[src/rtl/capped_edit_distance_macros.svh]
// ----------------------------------------------------------------------------
// capped_edit_distance_macros.svh
// Assertion macros shared by the capped edit distance block.
// ----------------------------------------------------------------------------
`ifndef CAPPED_EDIT_DISTANCE_MACROS_SVH
`define CAPPED_EDIT_DISTANCE_MACROS_SVH

`ifndef SYNTHESIS
// check cons in the same cycle as ante
`define CED_ASSERT_SAME(label, ante, cons) \
  label: assert property (@(posedge clk) disable iff (rst) (ante) |-> (cons)) \
    else $error("capped_edit_distance: assertion failed");
// check cons in the cycle after ante
`define CED_ASSERT_NEXT(label, ante, cons) \
  label: assert property (@(posedge clk) disable iff (rst) (ante) |=> (cons)) \
    else $error("capped_edit_distance: assertion failed");
`else
`define CED_ASSERT_SAME(label, ante, cons)
`define CED_ASSERT_NEXT(label, ante, cons)
`endif

`endif

[src/rtl/ced_pkg.sv]
// ----------------------------------------------------------------------------
// ced_pkg
// Types and constants of the capped edit distance block.
// ----------------------------------------------------------------------------
package ced_pkg;

  localparam int CP_W        = 21;
  localparam int DIST_W      = 9;
  localparam int CFG_W       = 9;
  localparam int MAX_LEN_DEF = 256;

  localparam logic [CFG_W-1:0] CAP_RESET = 9'd256;

  typedef enum logic {
    OP_FIRST  = 1'b0,
    OP_SECOND = 1'b1
  } ced_op_t;

  typedef struct packed {
    ced_op_t          opcode;
    logic [CP_W-1:0]  code_point;
    logic             is_last;
    logic             is_empty;
  } ced_in_t;

  typedef struct packed {
    logic [DIST_W-1:0] distance;
    logic              too_long;
  } ced_out_t;

  // control bits of a token walking the chain
  typedef struct packed {
    logic upd;  // carries a second-sequence element
    logic fin;  // ends the second sequence
  } ced_tok_ctl_t;

endpackage

[src/rtl/ced_cell.sv]
// ----------------------------------------------------------------------------
// ced_cell
// One column of the score row: holds one first-sequence code point and its
// score, updates it when a token passes and hands the token on.
// ----------------------------------------------------------------------------
module ced_cell
  import ced_pkg::*;
#(
  parameter int MAX_LEN = MAX_LEN_DEF,
  parameter int INDEX   = 1,
  localparam int LW     = $clog2(MAX_LEN + 1)
) (
  input  logic            clk,
  input  logic            rst,
  input  logic            init,
  input  logic            load,
  input  logic [CP_W-1:0] load_cp,
  input  logic [LW-1:0]   len,
  input  ced_tok_ctl_t    in_ctl,
  input  logic [LW-1:0]   in_left,
  input  logic [LW-1:0]   in_diag,
  input  logic [CP_W-1:0] in_cp,
  output ced_tok_ctl_t    out_ctl,
  output logic [LW-1:0]   out_left,
  output logic [LW-1:0]   out_diag,
  output logic [CP_W-1:0] out_cp
);

  localparam logic [LW-1:0] IDX = LW'(INDEX);

  logic [CP_W-1:0] code;
  logic [LW-1:0]   row;
  logic            active;
  logic [LW:0]     up1, left1, diag1, m1, vmin;
  logic [LW-1:0]   v;

  assign active = (IDX <= len);

  always_comb begin
    up1   = {1'b0, row} + (LW+1)'(1);
    left1 = {1'b0, in_left} + (LW+1)'(1);
    diag1 = {1'b0, in_diag} + {{LW{1'b0}}, (code != in_cp)};
    m1    = (up1 < left1) ? up1 : left1;
    vmin  = (m1 < diag1) ? m1 : diag1;
    v     = vmin[LW-1:0];
  end

  always_ff @(posedge clk) begin
    if (load) begin
      code <= load_cp;
    end
    if (init) begin
      row <= IDX;
    end else if (in_ctl.upd && active) begin
      row <= v;
    end
  end

  // pass the token; columns past the first length forward the left score
  always_ff @(posedge clk) begin
    if (rst) begin
      out_ctl <= '0;
    end else begin
      out_ctl <= in_ctl;
    end
    out_left <= (active && in_ctl.upd) ? v : in_left;
    out_diag <= row;
    out_cp   <= in_cp;
  end

endmodule

[config.mk]
export PLATFORM = sky130hd
export DESIGN_NAME = ced_cell
export DESIGN_NICKNAME = d
export VERILOG_FILES = /design/src/rtl/capped_edit_distance_macros.svh /design/src/rtl/ced_pkg.sv /design/src/rtl/ced_cell.sv
export SDC_FILE = /design/constraint.sdc
export NUM_CORES = 1
export LEC_CHECK = 0
export BUFFER_PORTS_ARGS = -buffer_cell sky130_fd_sc_hd__buf_2
export CAP_MARGIN = 0
export CORE_MARGIN = 2
export CORE_UTILIZATION = 50
export CTS_CLUSTER_DIAMETER = 50
export DETAILED_ROUTE_END_ITERATION = 16
export PLACE_DENSITY = 0.87
export SETUP_SLACK_MARGIN = 0.02
export SYNTH_ARGS = -nofsm -noshare
export SYNTH_HDL_FRONTEND = slang
export SYNTH_SLANG_ARGS = --single-unit
[constraint.sdc]
create_clock -name clk -period 5.6 [get_ports clk]
set_input_delay 0.84 -clock clk [delete_from_list [all_inputs] [get_ports clk]]
set_output_delay 0.84 -clock clk [all_outputs]
set_load 0.05 [all_outputs]
==> flow_summary.toml <==
[setup_path]
reg2reg_depth = 21
rrSetupSlack_ns = 0.61
slowest_delay_ns = 0.42
crit_chain = "buf_2 -> ha_1 -> xnor2_1 -> ha_1 -> a21oi_1 -> o21ai_0 -> maj3_1 -> a31o_2 -> and3_1 -> nor3_1 -> a21oi_1 -> ha_1 -> a21o_1 -> a21o_1 -> a21oi_1 -> o21ai_0 -> a221oi_1 -> and3b_1 -> o21a_1 -> buf_4 -> o211ai_1 -> a31oi_1"
crit_slowest_cell = "a221oi_1"
path_max_fanout = 8
worstPathRequired_ns = 5.86
crit_start = "in_left[0]"
critPathArrivalTime_ns = 5.39
critical_path.endpoint = "row[7]$_SDFFE_PP0P_"
critical_path_class = "in -> reg"
reg2reg_to = "row[7]$_SDFFE_PP0P_"
r2r_start = "row[0]$_SDFFE_PP1P_"
critPathCaptureType = "flip-flop"
crit_path_start_kind = "input port"

[logic_synthesis]
ys_seq_area_share_pct = 50.12
synth.ff_latch_count = 71
synth_ff_type = "dfxtp_1"
postSynthCellCount = 309
synth_edf_count = 21
syn-num-nets = 404
yosysWarnings = 0
synth_area_mm2 = 0.003256
async_flop_share_pct = 0
ys_types = 45
syn_avg_cell_area_um2 = 10.54

[power_and_ir_drop]
comb_power_share_pct = 34.5
peakVddDrop_mv = 0.2671
power.switching_mw = 0.5913
power.share.clock_pct = 25.1
powerDensity_mw_per_mm2 = 381.8
leakage_nw = 1.828
internal_power_mw = 0.9839
swShare_pct = 37.54
p_seq_share_pct = 40.4

[timing]
post-route-period-util_pct = 91.58
fin_setup_tns_ns = 0
worst_pin_slew_ns = 0.4862
timing.fmax_ghz = 0.1950
hold_viol = 0
setup_ws_ns = 0.4716
setup_viol = 0
rsz0062_at_grt = "false"
fin_skew_ns = 0.006390
drv_slew = 0
slew_headroom_pct = 67.24
min_period_ns = 5.128

[die]
die_y_um = 84.69
die_area_mm2 = 0.007172
io_pins = 116
core_area_mm2 = 0.006314
start_util_pct = 51.57
die_w_um = 84.69
num_rows = 29

[finish]
layout_common_cells = "buf_2, dfxtp_1, xnor2_1, nand2_1, nand3_1"
drive_above_1_share_pct = 32.72
area_growth_pct = 26.71
ff_latch_area_mm2 = 0.001632
final_common_cell = "buf_2"
final_nets = 527
num_antenna_cells = 0
fillerInstances = 507
fin_util_pct = 65.34
final_cells = 514
multiInputGateArea_mm2 = 0.001579

[run_status]
outcome = "completed"

[grt]
grt_use_met1_pct = 28.57
grt_usage_pct = 23.44
antenna_found_initial = 0
grtUsageMet3_pct = 7.866
grt_use_met2_pct = 37.72
grt_overflow = 0
grt_max_degree = 24
busiest_layer = "met2"
grt_pass1_wl_um = 13070
first_global_vias = 2768

[placed_design]
numPortBuffers = 115
gp_congestion = 1.006
pre_cts_slack_ns = 0.2031
place_inst = 498
dp_hpwl_um = 6521

[clock_network]
clk_path_buf_depth = 2
cts_root_buffer = "clkbuf_8"
cts_max_level = 3
cts_resized = 0
clkLatencyLatePin_ns = 0.34
post_cts_buffers = 0
postCtsHoldBufs = 0
clk_pin_slew_ns = 0.07
tritoncts = "done"
clock-sinks = 71
cts_made_buffers = 9

[detailed_routing]
vias_per_cell = 5.551
vias = 2853
drt-pass1-iter-count = 5
drt_iter0_drc = 231
postRouteAntennaNets = 0
wl_um = 8114
wl_per_cell_um = 15.79
drc = 0

[worst_hold_path]
hold_class = "reg -> reg"

[run]
maxCapViolations = 0
==> through the flow <==
stage	power (mW)	area, µm²	hold WS, ns
floorplan	1.026	3256	0.3308
global placement	1.167	3931	0.3550
detailed placement	1.184	3931	0.3478
CTS	1.578	4125	0.3626
global route	1.662	4125	0.3788
finish	1.575	4125	0.3641
==> registers in the layout (all words and copies together) (netlist names) <==
name	count
code	21
out_cp	21
out_diag	9
out_left	9
row	9
out_ctl	2
==> cell usage after synthesis (8+ instances only) <==
cell type | number | area [µm²]
dfxtp_1 | 50 | 1001
nand2_1 | 27 | 101.4
xnor2_1 | 27 | 236.5
nand3_1 | 23 | 115.1
edfxtp_1 | 21 | 630.6
ha_1 | 20 | 250.2
xor2_1 | 17 | 148.9
a21oi_1 | 12 | 60.06
nor3_1 | 12 | 60.06
nor2_1 | 11 | 41.29
and3_1 | 8 | 50.05
o21ai_0 | 8 | 40.04
==> worst min-delay path by stage <==
stage,startpoint,to,slack [ns],cells past startpoint
5_1_grt,row[8]$_SDFFE_PP0P_,out_diag[8]$_DFF_P_,0.38,0
3_3_place_gp,row[8]$_SDFFE_PP0P_,out_diag[8]$_DFF_P_,0.35,0
3_5_place_dp,row[8]$_SDFFE_PP0P_,out_diag[8]$_DFF_P_,0.35,0
4_1_cts,row[8]$_SDFFE_PP0P_,out_diag[8]$_DFF_P_,0.36,0
6_report,row[8]$_SDFFE_PP0P_,out_diag[8]$_DFF_P_,0.36,0
2_1_floorplan,row[8]$_SDFFE_PP0P_,out_diag[8]$_DFF_P_,0.33,0
==> power groups by stage <==
| stage | registers [mW] | clock network (mW) | logic (mW) |
|---|---|---|---|
| final | 0.636 | 0.395 | 0.544 |
| after global routing | 0.646 | 0.430 | 0.586 |
| after floorplan | 0.787 | 0 | 0.239 |
| after detailed placement | 0.648 | 0 | 0.536 |
| after CTS | 0.637 | 0.402 | 0.538 |
| after global placement | 0.645 | 0 | 0.522 |
==> cell type report <==
| cell class | instances | share of cell area, % |
|---|---|---|
| timing repair buffer | 119 | 14.68 |
| clock buffer | 9 | 3.003 |
| inverter | 5 | 0.4550 |
| multi-input combinational | 226 | 38.28 |
| clock inverter | 7 | 1.699 |
| tap | 77 | 2.335 |
| sequential | 71 | 39.55 |
==> layer usage <==
metal  wire, µm  vias to the layer above
li1           -                     1376
met1       3163                     1293
met2       3891                      151
met3        704                       33
met4        354                        0
met5          0                        -
==> worst max-delay path: cells and delay by family <==
| family | cells | cell delay [ns] |
|---|---|---|
| buf+inv | 2 | 0.34 |
| fa+ha+maj | 4 | 1.23 |
| simple gates | 3 | 0.62 |
| xor+xnor | 1 | 0.21 |
| compound gates | 12 | 2.15 |
==> cells by family after synthesis <==
group	count (synthesis)	synth area share, %
buffers and inverters	12	1.614
muxes	2	0.6533
AOI/OAI and AO/OA	49	10.15
adders and majority gates	22	8.340
xor gates and xnor gates	44	11.84
DFF	71	50.12
and+or+nand+nor	109	17.30
Power figures use the tool's default switching activity.
